<file path="config.mk">
export PLATFORM = sky130hd
export DESIGN_NAME = lru_page_replacement_top
export DESIGN_NICKNAME = d
export VERILOG_FILES = /design/src/sv/lrupr_pkg.sv /design/src/sv/lrupr_frame_store.sv /design/src/sv/lru_page_replacement_top.sv
export SDC_FILE = /design/constraint.sdc
export NUM_CORES = 1
export LEC_CHECK = 0
export BUFFER_PORTS_ARGS = -buffer_cell sky130_fd_sc_hd__clkbuf_2
export CAP_MARGIN = 20
export CELL_PAD_IN_SITES_DETAIL_PLACEMENT = 1
export CELL_PAD_IN_SITES_GLOBAL_PLACEMENT = 2
export CORE_UTILIZATION = 39
export CTS_BUF_LIST = sky130_fd_sc_hd__clkbuf_2 sky130_fd_sc_hd__clkbuf_4 sky130_fd_sc_hd__clkbuf_8
export CTS_CLUSTER_DIAMETER = 40
export DETAILED_ROUTE_END_ITERATION = 12
export GPL_ROUTABILITY_DRIVEN = 0
export PLACE_DENSITY_LB_ADDON = 0.1
export SLEW_MARGIN = 40
export SYNTH_ARGS = -nofsm -noshare
export SYNTH_HDL_FRONTEND = slang
export SYNTH_SLANG_ARGS = --single-unit
</file>
<file path="constraint.sdc">
create_clock -name clk -period 3.1 [get_ports clk]
set_clock_uncertainty 0.2 [all_clocks]
set_input_delay 0.62 -clock clk [delete_from_list [all_inputs] [get_ports clk]]
set_output_delay 0.62 -clock clk [all_outputs]
set_load 0.02 [all_outputs]
</file>
<file path="src/sv/lrupr_pkg.sv">
package lrupr_pkg;

    localparam int PAGE_W      = 16;
    localparam int FRAME_IDX_W = 3;
    localparam int COUNT_W     = 32;
    localparam int CFG_W       = 4;
    localparam int APB_AW      = 3;
    localparam int APB_DW      = 32;

    localparam logic [CFG_W-1:0]  FRAMES_IN_USE_RESET = 4'd8;
    localparam logic [APB_AW-1:0] REG_FRAMES_IN_USE   = 3'd0;

    typedef struct packed {
        logic rd_en;
        logic wr_en;
    } store_ctl_t;

endpackage

</file>
<file path="src/sv/lrupr_frame_store.sv">
module lrupr_frame_store #(
    parameter int DEPTH = 8,
    parameter int AW    = 3
) (
    input  logic                        clk,
    input  lrupr_pkg::store_ctl_t       ctl,
    input  logic [AW-1:0]               wr_addr,
    input  logic [lrupr_pkg::PAGE_W-1:0] wr_data,
    input  logic [AW-1:0]               rd_addr,
    output logic [lrupr_pkg::PAGE_W-1:0] rd_data
);

    logic [lrupr_pkg::PAGE_W-1:0] mem [DEPTH];
    logic [lrupr_pkg::PAGE_W-1:0] rd_data_reg;

    always_ff @(posedge clk)
    begin
        if (ctl.wr_en)
        begin
            mem[wr_addr] <= wr_data;
        end
        if (ctl.rd_en)
        begin
            rd_data_reg <= mem[rd_addr];
        end
    end

    assign rd_data = rd_data_reg;

endmodule

</file>
<file path="src/sv/lru_page_replacement_top.sv">
// LRU page replacement unit.
// A request carries one page number on page_number, qualified by req_valid and
// accepted when req_valid is high and req_stall is low. Each request gives one
// result: hit, frame_index, evicted_valid, evicted_page and fault_count,
// qualified by res_valid and taken when res_stall is low.
// The unit scans the active frames one per cycle through a single read port of
// the page memory, finding the hit, the first empty frame and the oldest frame
// in the same pass. After the scan come the tail and update states, and the
// result register is loaded when the update commits; req_stall is high in the
// scan, tail and update states, so a new request waits until the last is done.
// If the result register is still held by a stalled receiver, the update cycle
// waits, so no result is lost or repeated. The user must write frames_in_use
// over the APB port at address 0 only while the unit is idle; the unit itself
// does not enforce this. Reset clears all valid bits, recency ranks and the
// fault count and sets frames_in_use to 8; page contents need no clearing.
module lru_page_replacement_top #(
    parameter int FRAMES = 8
) (
    input  logic                              clk,
    input  logic                              rst_n,
    input  logic                              psel,
    input  logic                              penable,
    input  logic                              pwrite,
    input  logic [lrupr_pkg::APB_AW-1:0]      paddr,
    input  logic [lrupr_pkg::APB_DW-1:0]      pwdata,
    output logic [lrupr_pkg::APB_DW-1:0]      prdata,
    output logic                              pready,
    input  logic                              req_valid,
    output logic                              req_stall,
    input  logic [lrupr_pkg::PAGE_W-1:0]      page_number,
    output logic                              res_valid,
    input  logic                              res_stall,
    output logic                              hit,
    output logic [lrupr_pkg::FRAME_IDX_W-1:0] frame_index,
    output logic                              evicted_valid,
    output logic [lrupr_pkg::PAGE_W-1:0]      evicted_page,
    output logic [lrupr_pkg::COUNT_W-1:0]     fault_count
);

    localparam int IDX_W = (FRAMES > 1) ? $clog2(FRAMES) : 1;
    localparam int CW    = ($clog2(FRAMES + 1) > lrupr_pkg::CFG_W) ?
                           $clog2(FRAMES + 1) : lrupr_pkg::CFG_W;
    localparam logic [IDX_W-1:0] RANK_MAX = IDX_W'(FRAMES - 1);

    typedef enum logic [1:0] {
        ST_IDLE,
        ST_SCAN,
        ST_TAIL,
        ST_UPDATE
    } state_t;

    state_t                          state_reg;
    logic [lrupr_pkg::CFG_W-1:0]     frames_in_use_reg;
    logic [lrupr_pkg::PAGE_W-1:0]    page_reg;
    logic [IDX_W-1:0]                idx_reg;
    logic [IDX_W-1:0]                cmp_idx_reg;
    logic                            cmp_vld_reg;
    logic                            hit_found_reg;
    logic [IDX_W-1:0]                hit_slot_reg;
    logic [IDX_W-1:0]                hit_rank_reg;
    logic                            empty_found_reg;
    logic [IDX_W-1:0]                empty_slot_reg;
    logic [IDX_W-1:0]                vic_slot_reg;
    logic [IDX_W-1:0]                vic_rank_reg;
    logic [lrupr_pkg::PAGE_W-1:0]    vic_page_reg;
    logic [FRAMES-1:0]               valid_reg;
    logic [IDX_W-1:0]                rank_reg [FRAMES];
    logic [lrupr_pkg::COUNT_W-1:0]   faults_reg;
    logic                            res_valid_reg;
    logic                            hit_out_reg;
    logic [lrupr_pkg::FRAME_IDX_W-1:0] frame_index_reg;
    logic                            evicted_valid_reg;
    logic [lrupr_pkg::PAGE_W-1:0]    evicted_page_reg;

    logic [CW-1:0]                   cfg_w;
    logic [IDX_W-1:0]                n_last;
    logic [lrupr_pkg::PAGE_W-1:0]    rd_page;
    lrupr_pkg::store_ctl_t           store_ctl;
    logic                            commit;
    logic [IDX_W-1:0]                slot;
    logic [FRAMES-1:0]               valid_next;
    logic [IDX_W-1:0]                rank_next [FRAMES];
    logic                            cfg_wr;

    assign pready = 1'b1;
    assign cfg_wr = psel && penable && pwrite &&
                    (paddr == lrupr_pkg::REG_FRAMES_IN_USE);
    assign prdata = (paddr == lrupr_pkg::REG_FRAMES_IN_USE) ?
                    lrupr_pkg::APB_DW'(frames_in_use_reg) : '0;

    // A count of zero acts as one; a count above FRAMES acts as FRAMES.
    assign cfg_w = CW'(frames_in_use_reg);
    always_comb
    begin
        priority if (cfg_w == '0)
        begin
            n_last = '0;
        end
        else if (cfg_w > CW'(FRAMES))
        begin
            n_last = IDX_W'(FRAMES - 1);
        end
        else
        begin
            n_last = IDX_W'(cfg_w - CW'(1));
        end
    end

    assign commit = (state_reg == ST_UPDATE) && (!res_valid_reg || !res_stall);

    always_comb
    begin
        priority if (hit_found_reg)
        begin
            slot = hit_slot_reg;
        end
        else if (empty_found_reg)
        begin
            slot = empty_slot_reg;
        end
        else
        begin
            slot = vic_slot_reg;
        end
    end

    assign store_ctl.rd_en = (state_reg == ST_SCAN);
    assign store_ctl.wr_en = commit && !hit_found_reg;

    lrupr_frame_store #(
        .DEPTH (FRAMES),
        .AW    (IDX_W)
    ) u_frame_store (
        .clk     (clk),
        .ctl     (store_ctl),
        .wr_addr (slot),
        .wr_data (page_reg),
        .rd_addr (idx_reg),
        .rd_data (rd_page)
    );

    // A hit ages frames younger than the hit; a miss ages all other valid frames.
    always_comb
    begin
        valid_next = valid_reg;
        for (int i = 0; i < FRAMES; i++)
        begin
            rank_next[i] = rank_reg[i];
            if ((IDX_W'(i) <= n_last) && (IDX_W'(i) != slot) && valid_reg[i] &&
                (!hit_found_reg || (rank_reg[i] < hit_rank_reg)) &&
                (rank_reg[i] < RANK_MAX))
            begin
                rank_next[i] = rank_reg[i] + IDX_W'(1);
            end
        end
        rank_next[slot]  = '0;
        valid_next[slot] = 1'b1;
    end

    always_ff @(posedge clk or negedge rst_n)
    begin
        if (!rst_n)
        begin
            state_reg         <= ST_IDLE;
            frames_in_use_reg <= lrupr_pkg::FRAMES_IN_USE_RESET;
            idx_reg           <= '0;
            cmp_idx_reg       <= '0;
            cmp_vld_reg       <= 1'b0;
            hit_found_reg     <= 1'b0;
            hit_slot_reg      <= '0;
            hit_rank_reg      <= '0;
            empty_found_reg   <= 1'b0;
            empty_slot_reg    <= '0;
            vic_slot_reg      <= '0;
            vic_rank_reg      <= '0;
            valid_reg         <= '0;
            for (int i = 0; i < FRAMES; i++)
            begin
                rank_reg[i] <= '0;
            end
            faults_reg        <= '0;
            res_valid_reg     <= 1'b0;
        end
        else
        begin
            if (cfg_wr)
            begin
                frames_in_use_reg <= pwdata[lrupr_pkg::CFG_W-1:0];
            end

            if (res_valid_reg && !res_stall && !commit)
            begin
                res_valid_reg <= 1'b0;
            end

            cmp_vld_reg <= (state_reg == ST_SCAN);
            cmp_idx_reg <= idx_reg;

            if (cmp_vld_reg)
            begin
                if (!hit_found_reg && valid_reg[cmp_idx_reg] && (rd_page == page_reg))
                begin
                    hit_found_reg <= 1'b1;
                    hit_slot_reg  <= cmp_idx_reg;
                    hit_rank_reg  <= rank_reg[cmp_idx_reg];
                end
                if (!empty_found_reg && !valid_reg[cmp_idx_reg])
                begin
                    empty_found_reg <= 1'b1;
                    empty_slot_reg  <= cmp_idx_reg;
                end
                if ((cmp_idx_reg == '0) || (rank_reg[cmp_idx_reg] > vic_rank_reg))
                begin
                    vic_slot_reg <= cmp_idx_reg;
                    vic_rank_reg <= rank_reg[cmp_idx_reg];
                end
            end

            unique case (state_reg)
                ST_IDLE:
                begin
                    if (req_valid)
                    begin
                        idx_reg         <= '0;
                        hit_found_reg   <= 1'b0;
                        empty_found_reg <= 1'b0;
                        state_reg       <= ST_SCAN;
                    end
                end
                ST_SCAN:
                begin
                    if (idx_reg == n_last)
                    begin
                        state_reg <= ST_TAIL;
                    end
                    else
                    begin
                        idx_reg <= idx_reg + IDX_W'(1);
                    end
                end
                ST_TAIL:
                begin
                    state_reg <= ST_UPDATE;
                end
                ST_UPDATE:
                begin
                    if (commit)
                    begin
                        valid_reg <= valid_next;
                        for (int i = 0; i < FRAMES; i++)
                        begin
                            rank_reg[i] <= rank_next[i];
                        end
                        if (!hit_found_reg && (faults_reg != '1))
                        begin
                            faults_reg <= faults_reg + lrupr_pkg::COUNT_W'(1);
                        end
                        res_valid_reg <= 1'b1;
                        state_reg     <= ST_IDLE;
                    end
                end
                default:
                begin
                    state_reg <= ST_IDLE;
                end
            endcase
        end
    end

    always_ff @(posedge clk)
    begin
        if ((state_reg == ST_IDLE) && req_valid)
        begin
            page_reg <= page_number;
        end
        if (cmp_vld_reg && ((cmp_idx_reg == '0) || (rank_reg[cmp_idx_reg] > vic_rank_reg)))
        begin
            vic_page_reg <= rd_page;
        end
        if (commit)
        begin
            hit_out_reg       <= hit_found_reg;
            frame_index_reg   <= lrupr_pkg::FRAME_IDX_W'(slot);
            evicted_valid_reg <= !hit_found_reg && !empty_found_reg;
            evicted_page_reg  <= (!hit_found_reg && !empty_found_reg) ? vic_page_reg : '0;
        end
    end

    assign req_stall     = (state_reg != ST_IDLE);
    assign res_valid     = res_valid_reg;
    assign hit           = hit_out_reg;
    assign frame_index   = frame_index_reg;
    assign evicted_valid = evicted_valid_reg;
    assign evicted_page  = evicted_page_reg;
    assign fault_count   = faults_reg;

`ifndef SYNTHESIS
    a_result_from_update: assert property (@(posedge clk) disable iff (!rst_n)
        $rose(res_valid_reg) |-> $past(state_reg == ST_UPDATE))
        else $error("result appeared without an update cycle");

    a_hit_no_evict: assert property (@(posedge clk) disable iff (!rst_n)
        (res_valid_reg && hit_out_reg) |-> !evicted_valid_reg)
        else $error("hit reported together with an eviction");

    a_faults_monotonic: assert property (@(posedge clk) disable iff (!rst_n)
        (state_reg != ST_UPDATE) |=> (faults_reg == $past(faults_reg)))
        else $error("fault count changed outside an update cycle");
`endif

endmodule
</file>
======== Word-level counts from Yosys, hierarchy flattened ========
Memory sizes are Yosys's and may differ from the RTL's. A register that Yosys moved wholly into a read port is not among the register bits.
Index checks and enable logic that the tools add are counted.
operators by class
  add/subtract/negate cells ............... 11
  $lt $le $gt $ge ......................... 32
  eq/ne operators ......................... 17
  muxes and demuxes ....................... 42
  bitwise logic cells ..................... 5
  reduce and logical (&&, ||, !) cells .... 78
operators by type and width
  operator                                                                      count
  3-bit two-way mux                                                             17
  1-bit logical AND                                                             48
  32-bit by 1-bit adder with 32-bit output, second input constant               1
  32-bit != test, second input constant                                         1
  3-bit by 1-bit adder with 3-bit output, second input constant                 9
  24-bit bitwise AND                                                            1
  3-bit less-than comparator                                                    8
  3-bit less-than comparator, second input constant                             8
  24-bit NOT                                                                    1
  16-bit equality test                                                          1
  1-bit two-way mux                                                             15
  3-bit <= comparator, first input constant                                     4
  3-bit != test, first input constant                                           4
  1-bit logical OR                                                              10
  3-bit binary-select mux with 3-bit select                                     1
  3-bit demux with 3-bit select                                                 1
  3-bit AND reduction                                                           3
  4-bit >= comparator, second input constant                                    2
  3-bit by 4-bit less-than comparator with 1-bit output, second input constant  2
  3-bit NOT with 4-bit output                                                   2
  8-bit bitwise OR                                                              1
  2-bit one-hot mux with 4 select lines                                         1
  2-bit AND reduction                                                           4
  1-bit by 3-bit <= comparator with 1-bit output, first input constant          2
  other kinds (24)                                                              38
storage, ports and cells
  flip-flop bits (word level) ............. 148
  RAM bits ................................ 128
  word-level logic and storage cells ...... 215
  memories ................................ 1
memory list
  name               depth  width  rd ports  clocked after memory_dff  wr ports  RTL line                 text
  u_frame_store.mem  8      16     1         1                         1         lrupr_frame_store.sv:13  logic [lrupr_pkg::PAGE_W-1:0] mem [DEPTH];

======== Logic depth before layout (Yosys ltp) ========
Gate-level depths: netlist (run 1).
  word-level depth ........................ 10
  mapped depth ............................ 11
  mapped depth without buffers ............ 10

======== Cells and area by module ========
From an unflattened synthesis (run 1), not the netlist that was laid out.
second synthesis, totals
  cell total of the unflattened synthesis .. 862
  area total of the unflattened synthesis .. 13055.0 µm²
modules (own cells, without submodules)
  module                    instances  cells each  area each (µm²)  sequential area each (µm²)
  lru_page_replacement_top  1          648         7601.0           3970.1
  lrupr_frame_store         1          214         5454.0           4324.1

======== Least setup slack after synthesis (run 1) ========
OpenSTA, ideal clock, no wires.
  kind .................................... flip-flop to flip-flop
  start point ............................. register cmp_idx_reg[0]
  end point ............................... register vic_page_reg[0] in the netlist's numbering, enable pin
  arrival ................................. 2.700 ns
  slack ................................... -0.133 ns
  cell stages (with the launch flop) ...... 10
  period minus slack after synthesis ...... 3.233 ns
  path through ............................ dfrtp_1 buf_2 mux4_2 mux2_2 ha_1 a21o_1 a21oi_1 a31oi_1 o21ai_1 inv_1
between the ends
  longest elaborated chain between the ends .. 7
  elaborated cells on any way between the ends .. 8
ends and longest elaborated chain
  item                                                  RTL line                         text
  from (decl)                                           lru_page_replacement_top.sv:56   logic [IDX_W-1:0] cmp_idx_reg;
  from (signal assigned)                                lru_page_replacement_top.sv:197  cmp_idx_reg <= idx_reg;
  3-bit NOT with 4-bit output (not written as such)     lru_page_replacement_top.sv:276  if (cmp_vld_reg && ((cmp_idx_reg == '0) || (rank_reg[cmp_idx_reg] > vic_rank_reg)))
  3-bit binary-select mux with 3-bit select             lru_page_replacement_top.sv:276
  3-bit two-way mux (not written as such) (2 in a row)  lru_page_replacement_top.sv:276
  3-bit > comparator                                    lru_page_replacement_top.sv:276
  1-bit logical OR (*)                                  lru_page_replacement_top.sv:276
  1-bit logical AND (*)                                 lru_page_replacement_top.sv:276
  to (signal assigned)                                  lru_page_replacement_top.sv:278  vic_page_reg <= rd_page;
  to (decl)                                             lru_page_replacement_top.sv:65   logic [lrupr_pkg::PAGE_W-1:0] vic_page_reg;
Mark *: on every way between the ends. The rest lies on a longest branch, timed or not. The select of a mux whose other input is x is not followed.
A chain may end at the register's enable or synchronous reset.

======== Worst setup path after layout (run 1) ========
  start point ............................. register cmp_idx_reg[0]
  end point ............................... register vic_slot_reg[1]
between the ends
  longest elaborated chain between the ends .. 7
  elaborated cells on any way between the ends .. 8
ends and longest elaborated chain
  item                                                  RTL line                         text
  3-bit NOT with 4-bit output (not written as such)     lru_page_replacement_top.sv:212  if ((cmp_idx_reg == '0) || (rank_reg[cmp_idx_reg] > vic_rank_reg))
  3-bit binary-select mux with 3-bit select             lru_page_replacement_top.sv:212
  3-bit two-way mux (not written as such) (2 in a row)  lru_page_replacement_top.sv:212
  3-bit > comparator                                    lru_page_replacement_top.sv:212
  1-bit logical OR (*)                                  lru_page_replacement_top.sv:212
  2-bit AND reduction (no line) (*)                     n/a
  to (signal assigned)                                  lru_page_replacement_top.sv:214  vic_slot_reg <= cmp_idx_reg;
  to (decl)                                             lru_page_replacement_top.sv:63   logic [IDX_W-1:0] vic_slot_reg;
Marked as above.

==> results of run 1 <==
## metal layers
layer  GRT usage  up-vias
met1       0.280     3987
met3      0.0348       40
li1            -     3674
met4      0.0534        0
met2       0.281      185
met5           0        -
## power groups by stage
stage	Combinational, mW	Sequential, mW	Clock [mW]
2_1_floorplan	2.79	5.87	0
3_3_place_gp	3.94	6.01	0
3_5_place_dp	4.02	6.04	0
4_1_cts	4.05	5.96	4.17
5_1_grt	4.41	6.07	4.32
6_report	3.97	5.96	4.04
## what timing repair did
item	4_1_cts	5_1_grt
gates resized for setup	0	1
setup endpoints to repair	0	22
hold buffers	17	0
hold endpoints to repair	63	0
## cell families (layout without fill, tap and decap cells)
| kind of cell | after synthesis | after routing |
|---|---|---|
| other cells | 2 | 29 |
| simple gates | 252 | 252 |
| compound gates | 85 | 85 |
| xor+xnor | 48 | 48 |
| fa+ha+maj | 37 | 37 |
| buf+inv | 86 | 266 |
| mux | 92 | 92 |
| flops | 292 | 292 |
## per-stage QoR
stage,utilization,cell area (sq um),power [mW]
2_1_floorplan,-,13300,8.66
3_3_place_gp,0.431,14200,9.95
3_5_place_dp,0.431,14200,10.1
4_1_cts,0.472,15500,14.2
5_1_grt,0.473,15500,14.8
6_report,0.473,15500,14.0
## area by class of cell
cell class                 count  area, sq um
clock buffer                  71          890
clock inverter                25          294
fill                        3366        17300
inverter                      30          116
multi-input combinational    543         4480
sequential                   292         8300
tap                          442          553
timing repair buffer         140          901
## worst reg2reg max path, delay by kind of cell (launching register included)
| kind | cells | cell delay [ns] |
|---|---|---|
| muxes | 3 | 1.17 |
| AOI/OAI and AO/OA | 4 | 0.52 |
| DFF | 1 | 0.47 |
| adders and majority gates | 1 | 0.30 |
| buffers and inverters | 1 | 0.16 |
## synth_stat cells (all sizes together), types with 23 or more instances
cell type and instances:
nor2 55, dfrtp 94, xnor2 26, nand3 40, o21ai 26, buf 48, nand2 43, edfxtp 197
mux2 45, ha 36, and2 23, inv 29, mux4 40
## worst min-delay path by stage
stage,startpoint,end,slack [ns],cells after the start
after global placement,u_frame_store.rd_data[6],vic_page_reg[6],0.26,0
after CTS,pwdata[1],cfg_w[1],0.0009,3
after detailed placement,u_frame_store.rd_data[6],vic_page_reg[6],0.27,0
final,pwdata[3],cfg_w[3],0.03,3
after floorplan,rst_n,cfg_w[0],0.12,0
after global routing,pwdata[3],cfg_w[3],0.004,3
==> results.md, run 1 <==
* Unrepaired setup endpoints after global routing: no
* Slew @ Worst Pin at 0.712 ns
* Proportion of netlist area held by the largest area contributor at 0.450
* Multiplexer fraction of the synthesized cell area at 0.112
* Clock root buffer: sky130_fd_sc_hd__clkbuf_8
* Dominant cell type by area after synthesis: sky130_fd_sc_hd__edfxtp_1
* Clock latency on the worst-skew pair at approximately 0.61 ns
* Count of buffer and inverter cells on the critical path at 1
* HPWL after DPL at 20400 um
* Peak clock frequency supported by timing at 340 MHz
* Residual DRC count at 0
* Proportion of register bits with asynchronous set or reset after synthesis at 0.325
* Number of warnings printed during yosys synthesis at 0
* Highest-delay cell along the critical path: sky130_fd_sc_hd__mux4_2
* Clock Tree Buf Depth at 3
* Portion of total power attributed to sequential cells at 0.427
* Cell Count Post-Placement at 1430
* Number of buffers created by CTS at between 50 and 60
* Overflow after GRT at 0
* Min setup slack post-route at 0.157 ns
* Total track usage at 0.189
* Number of distinct library cells after synthesis at 75
* Cell occurring most often along the worst timing path: sky130_fd_sc_hd__mux2_2
* Power Internal at ~9.4 mW
* Routed vias/inst at 5.11
* Number of buffer cells added on primary ports at 88
* Vias in the first global route at 8124
* Dominant combinational cell family by area after synthesis: multiplexers
* Die footprint at 0.0345 sq mm
* Fraction of synthesized cell area in xor and xnor cells at 0.0320
* Clock-pin slew on the worst setup and hold paths at 0.05 ns
* Net switching power at ~4.6 mW
* Dominant register cell in the synthesized netlist: sky130_fd_sc_hd__edfxtp_1
* Fin crit period at just under 3 ns
* Starting DRT DRC Count at just under 400
* First-pass DRT Iterations at 4
* Data arrival time at the worst-slack endpoint at 3.21 ns
* Pwr/cell area at 899 mW/mm^2
* Combinational cell fraction of total power at 0.284
* Logic depth of the worst register-to-register path at 9
* Static leakage power at 6.08 nW
* Commonest non-fill, non-tap cells in the layout: sky130_fd_sc_hd__edfxtp_1 (197), sky130_fd_sc_hd__dfrtp_1 (92), sky130_fd_sc_hd__clkbuf_2 (87)
* WL met2 at 13700 um
* First-pass GRT wire length at 48500 um
* Number of clock sinks at 292
* Cell family contributing the most delay on the critical path: multiplexers
* Worst setup path end: vic_slot_reg[1]
* Maximum level of the CTS H-tree at 2
* Pin count of the biggest net entering global routing at approximately 50
* Flip-flop and latch count after synthesis at 292
* Effective utilization at floorplan at 0.400
* Final standard cell count with taps included and fillers excluded at approximately 1500
* Post-synthesis sequential area ratio at 0.631
* CP cell instances: mux4_2, mux2_2, ha_1, a21o_1, a21oi_1, a31oi_1, o21ai_2, buf_4, mux2_2
* Max reg flops at 128
* Final worst path period share at 0.949
* Syn avg cell area at 14.7 sq um
* Peak ir drop on the vdd network at 0.410 mV
* Fraction of layout cells with a size suffix above 1 at 0.303
* Setup-failing EPs final at 0
* Summed negative setup slack over all endpoints at 0 ns
* Number of instances in the synthesized netlist at 894
* R2R setup slack at 0.16 ns
* Critical path peak fanout at 6
* Die Span X at 186 um
* Site Rows at 66
* Number of setup buffers added after CTS at 0
* Number of antenna violations at the first check in global routing at 0
* Synth-to-layout area growth at 18.1%
* Count of nets left with antenna violations after detail routing at 0
* Dpl ws at 0.0297 ns
* Height of the chip at 186 um
* Peak per-stage delay on the critical path at 0.53 ns
* Type of the tightest min-delay check: in2reg
* DR WL/cell at 20.1 um
* Met1 wire length at between 15000 and 20000 um
* WL final at ~31000 um
* Via count at roughly 8000
* Adder-cell share of the synthesized area at 0.0350
* Post-route worst hold slack at 0.0340 ns
* Wire length on met3 at 1550 um
* Worst path required time at 3.37 ns
* TritonCTS clock tree: built
* Number of flops mapped to enable cells by yosys at 197
* Destination of the worst register-to-register timing path: vic_slot_reg[1]
* Clock network fraction of total power at 0.289
* Count of nets after finishing at 1155
* Synthesized cell area at roughly 0.013 sq mm
* Hold violation total from the final report at 0
* Core Box Area at 0.0329 sq mm
* Worst reg2reg startpoint: cmp_idx_reg[0]
* Cell count along the critical path at 9
* Top Ports at 146
* Synth Area in Compound Gates at 0.0457
* Startpoint of the worst setup timing path: cmp_idx_reg[0]
* Area fraction in and, or, nand and nor cells after synthesis at 0.107
* Switching part of the total at 0.326
* Setup crit start kind: flip-flop
* Highest signal layer in the routed design: met4
* Status: complete, no violations
* Number of pins with negative max-slew slack in the final report at 0
* Max-capacitance violation count at 0
* Path type of the worst setup path: reg2reg
* Critical path capture point type: flip-flop
* Relative slew margins at 0.525
* Leading cell types by total area after synthesis: sky130_fd_sc_hd__edfxtp_1 (45%), sky130_fd_sc_hd__dfrtp_1 (18%), sky130_fd_sc_hd__mux4_2 (6.9%)
* Most common cell after layout, fill and taps aside: sky130_fd_sc_hd__edfxtp_1
* Number of inserted diodes at 0
No activity file was read; power rests on OpenSTA's default activity.
==> run 2: changes to the inputs <==
--- a/config.mk
+++ b/config.mk
@@ -14,7 +14,7 @@
 export CTS_CLUSTER_DIAMETER = 40
 export DETAILED_ROUTE_END_ITERATION = 12
 export GPL_ROUTABILITY_DRIVEN = 0
-export PLACE_DENSITY_LB_ADDON = 0.1
+export PLACE_DENSITY = 0.78
 export SLEW_MARGIN = 40
 export SYNTH_ARGS = -nofsm -noshare
 export SYNTH_HDL_FRONTEND = slang
==> run 2 against run 1 <==
Net effect: utilization fell by 0.22 points; critical endpoint is now vic_slot_reg[0]; critical path depth is the same; critical path type unchanged; highest routed layer is now met5; final area shrank 0.46%.
==> results.md, run 2 (same netlist as run 1, synthesis figures left out) <==
* Status: complete, no violations
* Commonest non-fill, non-tap cells in the layout: sky130_fd_sc_hd__edfxtp_1 (197), sky130_fd_sc_hd__dfrtp_1 (91), sky130_fd_sc_hd__clkbuf_2 (87)
* Portion of total power attributed to sequential cells at 0.433
* Core Box Area at 0.0329 sq mm
* Switching part of the total at 0.329
* Starting DRT DRC Count at 434
* WL final at 30400 um
* Layout fillers at 3437
* Combinational cell fraction of total power at 0.294
* Max reg flops at between 100 and 150
* DR WL/cell at 19.7 um
* Most common cell after layout, fill and taps aside: sky130_fd_sc_hd__edfxtp_1
* First-pass GRT wire length at 48400 um
* Clock latency on the worst-skew pair at 0.59 ns
* Number of antenna violations at the first check in global routing at 1
* Setup crit start kind: flip-flop
* Worst path required time at 3.36 ns
* Maximum level of the CTS H-tree at 2
* Fin crit period at 2.94 ns
* Final worst path period share at 0.948
* Clock root buffer: sky130_fd_sc_hd__clkbuf_8
* Overflow after GRT at 0
* Power Internal at around 9 mW
* Cell occurring most often along the worst timing path: sky130_fd_sc_hd__mux2_2
* Data arrival time at the worst-slack endpoint at 3.20 ns
* Clock network fraction of total power at 0.274
* Number of setup buffers added after CTS at 0
* Slew @ Worst Pin at 0.591 ns
* Peak clock frequency supported by timing at 340 MHz
* Count of nets after finishing at between 1000 and 1500
* Logic depth of the worst register-to-register path at 9
* Top Ports at 146
* Highest-delay cell along the critical path: sky130_fd_sc_hd__mux4_2
* Total track usage at 0.186
* Path type of the worst setup path: reg2reg
* Unrepaired setup endpoints after global routing: no
* Net switching power at 4.52 mW
* Type of the tightest min-delay check: in2reg
* Clock Tree Buf Depth at 3
* Post-route worst hold slack at 0.0363 ns
* Summed negative setup slack over all endpoints at 0 ns
* Min-Delay Path Depth at 1
* Max-capacitance violation count at 0
* Via count at 7987
* Number of pins with negative max-slew slack in the final report at 0
* Die Span X at 186 um
* Peak per-stage delay on the critical path at 0.54 ns
* Clock-pin slew on the worst setup and hold paths at 0.06 ns
* Dpl ws at 0.0175 ns
* Effective utilization at floorplan at 0.400
* Number of inserted diodes at 0
* Routed vias/inst at 5.19
* Min setup slack post-route at 0.162 ns
* Residual DRC count at 0
* Critical path capture point type: flip-flop
* Die footprint at 0.0345 sq mm
* Number of clock sinks at 292
* Number of buffer cells added on primary ports at 88
* First-pass DRT Iterations at 4
* Number of buffers created by CTS at 51
* Static leakage power at 6.05 nW
* Critical path peak fanout at 7
* Synth-to-layout area growth at 17.6%
* HPWL after DPL at 20400 um
* Fraction of layout cells with a size suffix above 1 at 0.308
* Site Rows at between 60 and 70
* Peak ir drop on the vdd network at 0.349 mV
* CP cell instances: mux4_2, mux2_2, ha_1, a21o_1, a21oi_1, a31oi_1, o21ai_2, buf_4, mux2_2
* Pwr/cell area at 889 mW/mm^2
* Setup-failing EPs final at 0
* Pin count of the biggest net entering global routing at 51
* Relative slew margins at 0.606
* Vias in the first global route at ~8400
* Count of nets left with antenna violations after detail routing at 0
* TritonCTS clock tree: built
* Hold violation total from the final report at 0
* Height of the chip at 186 um
-- run 2: path summary, 6_finish.rpt --
path | from | slack (ns) | to
setup / recovery | cmp_idx_reg[0] | 0.16 | vic_slot_reg[0]
hold / removal | page_number[7] | 0.04 | page_reg[7]
setup reg to reg | cmp_idx_reg[0] | 0.16 | vic_slot_reg[0]
hold reg to reg | u_frame_store.rd_data[2] | 0.27 | vic_page_reg[2]
max in group asynchronous | rst_n | 1.68 | rank_reg[13]
min in group asynchronous | rst_n | 0.38 | empty_slot_reg[2]
-- run 2: worst max-delay path: cells and delay by family, from the launching register on --
kind            cells  cell delay (ns)
flops               1             0.48
compound gates      4             0.54
buf+inv             1             0.16
fa+ha+maj           1             0.30
mux                 3             1.16
-- run 2: per-stage QoR --
stage	total power, mW	utilization	instance area [sq um]	std cells
after floorplan	8.66	-	13300	921
after global placement	9.91	0.431	14200	1428
after detailed placement	10.1	0.431	14200	1428
after CTS	13.9	0.470	15500	1540
after global routing	14.6	0.470	15500	1540
final	13.7	0.470	15500	1540
-- run 2: power groups by stage --
stage	Clock (mW)	Sequential [mW]	Combinational (mW)
floorplan	0	5.87	2.79
global placement	0	5.96	3.95
detailed placement	0	6.01	4.07
CTS	3.88	5.95	4.10
global route	4.06	6.05	4.45
finish	3.76	5.94	4.03
-- run 2: routing by layer --
layer	part of all wire	vias up	global-route usage
met3	0.047	47	0.0325
li1	-	3649	-
met5	0.00043	-	0
met4	0.020	2	0.0534
met2	0.46	205	0.296
met1	0.47	4084	0.260
-- run 2: layout make-up --
type | instances | area, sq um | share of cell area
Inverter | 30 | 116 | 0.00753
Clock inverter | 16 | 144 | 0.00931
Timing Repair Buffer | 137 | 892 | 0.0577
Sequential cell | 292 | 8300 | 0.537
Multi-Input combinational cell | 543 | 4480 | 0.290
Clock buffer | 80 | 976 | 0.0631
Tap cell | 442 | 553 | 0.0358
-- run 2: repair_timing --
action	4_1_cts	5_1_grt
resized for setup	0	2
hold endpoints to repair	61	0
hold buffers	16	0
setup endpoints to repair	0	22
==> run 3: changes to the inputs <==
--- a/config.mk
+++ b/config.mk
@@ -9,6 +9,7 @@
 export CAP_MARGIN = 20
 export CELL_PAD_IN_SITES_DETAIL_PLACEMENT = 1
 export CELL_PAD_IN_SITES_GLOBAL_PLACEMENT = 2
+export CORE_ASPECT_RATIO = 0.75
 export CORE_UTILIZATION = 39
 export CTS_BUF_LIST = sky130_fd_sc_hd__clkbuf_2 sky130_fd_sc_hd__clkbuf_4 sky130_fd_sc_hd__clkbuf_8
 export CTS_CLUSTER_DIAMETER = 40
==> constraint.sdc (replaced) <==
create_clock -name clk -period 2.42 [get_ports clk]
set_clock_uncertainty 0.2 [all_clocks]
set_input_delay 0.484 -clock clk [delete_from_list [all_inputs] [get_ports clk]]
set_output_delay 0.484 -clock clk [all_outputs]
set_load 0.02 [all_outputs]
==> run 3 against run 2 <==
Net effect: the flow now finishes with violations (setup timing); maximum frequency increased by 0.28%; via count is 5.1% higher; sequential cell count unchanged; total power increased by 39%; sequential power increased by 26%; die area barely moved; routed wire length is 14% higher; first-iteration DRC count is 37% higher; sequential share of layout area is 3.2 points lower; final area increased by 6.3%; final cell count is 4.8% higher; register-to-register slack got worse by 0.67 ns; critical endpoint is now vic_page_reg[15].
==> results.md, run 3 (same netlist as run 1, synthesis figures left out) <==
* Pin count of the biggest net entering global routing at 54
* Summed negative setup slack over all endpoints at -11.11 ns
* Status: finished with violations
* Max reg flops at approximately 130
* Fraction of layout cells with a size suffix above 1 at 0.370
* Path type of the worst setup path: reg2reg
* Number of buffer cells added on primary ports at 88
* Peak ir drop on the vdd network at approximately 0.52 mV
* Combinational cell fraction of total power at 0.356
* Unrepaired setup endpoints after global routing: yes
* Number of clock sinks at 292
* Setup-failing EPs final at 22
* Number of inserted diodes at 0
* Power Internal at ~13 mW
* Number of buffers created by CTS at 50
* Portion of total power attributed to sequential cells at 0.393
* Critical path peak fanout at 16
* Height of the chip at 161 um
* Maximum level of the CTS H-tree at 2
* Routed vias/inst at 5.20
* Cell Count Post-Placement at 1500
* Post-route worst hold slack at between 0.08 and 0.09 ns
* Max-capacitance violation count at 0
* Fin crit period at 2.93 ns
* Met1 usage at 0.310
* Peak per-stage delay on the critical path at 0.54 ns
* WL final at 34800 um
* Top Ports at between 100 and 150
* Starting DRT DRC Count at 596
* CP cell instances: mux4_2, mux2_4, ha_4, a21o_1, a21oi_2, a31oi_4, o21ai_4, buf_12, buf_12, inv_16
* Final worst path period share at 1.21
* TritonCTS clock tree: built
* Type of the tightest min-delay check: in2async
* Overflow after GRT at 0
* Final standard cell count with taps included and fillers excluded at 1614
* Critical path capture point type: flip-flop
* Hold violation total from the final report at 0
* Min setup slack post-route at -0.510 ns
* DR WL/cell at 21.5 um
* Clock network fraction of total power at 0.250
* Switching part of the total at 0.338
* Setup crit start kind: flip-flop
* First-pass GRT wire length at ~54000 um
* Synth-to-layout area growth at 25.0%
* Core Box Area at around 0.033 sq mm
* Count of nets after finishing at 1232
* HPWL after DPL at 23900 um
* Residual DRC count at 0
* Cell occurring most often along the worst timing path: sky130_fd_sc_hd__buf_12
* Clock-pin slew on the worst setup and hold paths at 0.06 ns
* Net switching power at 6.45 mW
* Clock latency on the worst-skew pair at 0.60 ns
* Total track usage at 0.206
* Highest-delay cell along the critical path: sky130_fd_sc_hd__mux4_2
* Die Span X at 214 um
* Number of pins with negative max-slew slack in the final report at 0
* Dpl ws at -0.624 ns
* Number of antenna violations at the first check in global routing at 1
* Clock root buffer: sky130_fd_sc_hd__clkbuf_8
* Most Used Layer, Global Route: met1
* Static leakage power at 6.49 nW
* First-pass DRT Iterations at 5
* Violations in the final reports: setup timing
* Met2 GRT Util at 0.300
* Peak clock frequency supported by timing at 341 MHz
* Die footprint at 0.0345 sq mm
* Count of nets left with antenna violations after detail routing at 0
* Via count at between 8000 and 9000
* Sum of internal, switching and leakage power at around 19 mW
* Worst path required time at 2.53 ns
* Effective utilization at floorplan at 0.401
* Data arrival time at the worst-slack endpoint at just over 3 ns
* Vias in the first global route at 8913
* Commonest non-fill, non-tap cells in the layout: sky130_fd_sc_hd__edfxtp_1 (197), sky130_fd_sc_hd__buf_4 (94), sky130_fd_sc_hd__dfrtp_1 (88)
* Site Rows at 57
* Pwr/cell area at 1160 mW/mm^2
* Most common cell after layout, fill and taps aside: sky130_fd_sc_hd__edfxtp_1
* Clock Tree Buf Depth at 3
* Routing usage on met3 at 0.0420
==> run 3: cell count changes in the layout (fill, tap and decap cells not counted), sizes merged <==
cell and delta:
buf +79, bufinv +3, clkbuf -18, clkinv +3, clkinvlp +1, dlygate4sd3 +6
==> run 3: worst paths after layout <==
path                                  from          endpoint  slack, ns  cells past startpoint
max in group asynchronous            rst_n    fault_count[1]       1.21                      3
setup reg to reg            cmp_idx_reg[0]  vic_page_reg[15]      -0.51                     10
setup / recovery            cmp_idx_reg[0]  vic_page_reg[15]      -0.51                     10
min in group clk                 req_valid        idx_reg[0]       0.08                      4
hold / removal                       rst_n       rank_reg[8]       0.08                      2
hold reg to reg            fault_count[10]   fault_count[10]       0.29                      1
==> run 3: worst max-delay path, delay by kind of cell, from the launching register on <==
| family | cells | cell delay (ns) |
|---|---|---|
| fa+ha+maj | 1 | 0.27 |
| buf+inv | 3 | 0.36 |
| mux | 2 | 0.85 |
| flops | 1 | 0.48 |
| compound gates | 4 | 0.48 |
==> run 3: timing repair <==
| item | CTS | global route |
|---|---|---|
| endpoints found under the hold margin | 115 | 0 |
| buffers inserted | 1 | 5 |
| pin swaps | 1 | 8 |
| resized for setup | 14 | 33 |
| endpoints found under the setup margin | 36 | 135 |
| hold buffers | 22 | 0 |
==> run 3: cell type report <==
class	count	area, sq um
inverter	30	136
fill	3361	16400
multi-input combinational	543	4690
tap	442	553
sequential	292	8300
clock inverter	23	245
timing repair buffer	221	1700
clock buffer	63	811
==> run 3: routing by layer <==
layer	wire length [um]	vias up	share of wire
met5	17	-	0.00049
met4	727	2	0.021
met3	1920	63	0.055
met2	15300	196	0.44
met1	16800	4327	0.48
li1	-	3810	-
==> run 3: per-stage QoR <==
| stage | instance area (sq um) | util |
|---|---|---|
| floorplan | 13300 | - |
| global placement | 14900 | 0.455 |
| detailed placement | 14900 | 0.455 |
| CTS | 16300 | 0.496 |
| global route | 16400 | 0.501 |
| finish | 16400 | 0.501 |
==> run 3: power by group through the flow <==
| stage | Sequential, mW | Clock [mW] | Combinational [mW] |
|---|---|---|---|
| after floorplan | 7.52 | 0 | 3.73 |
| after global placement | 7.51 | 0 | 6.02 |
| after detailed placement | 7.58 | 0 | 6.19 |
| after CTS | 7.50 | 4.92 | 6.44 |
| after global routing | 7.62 | 5.11 | 7.34 |
| final | 7.51 | 4.78 | 6.81 |
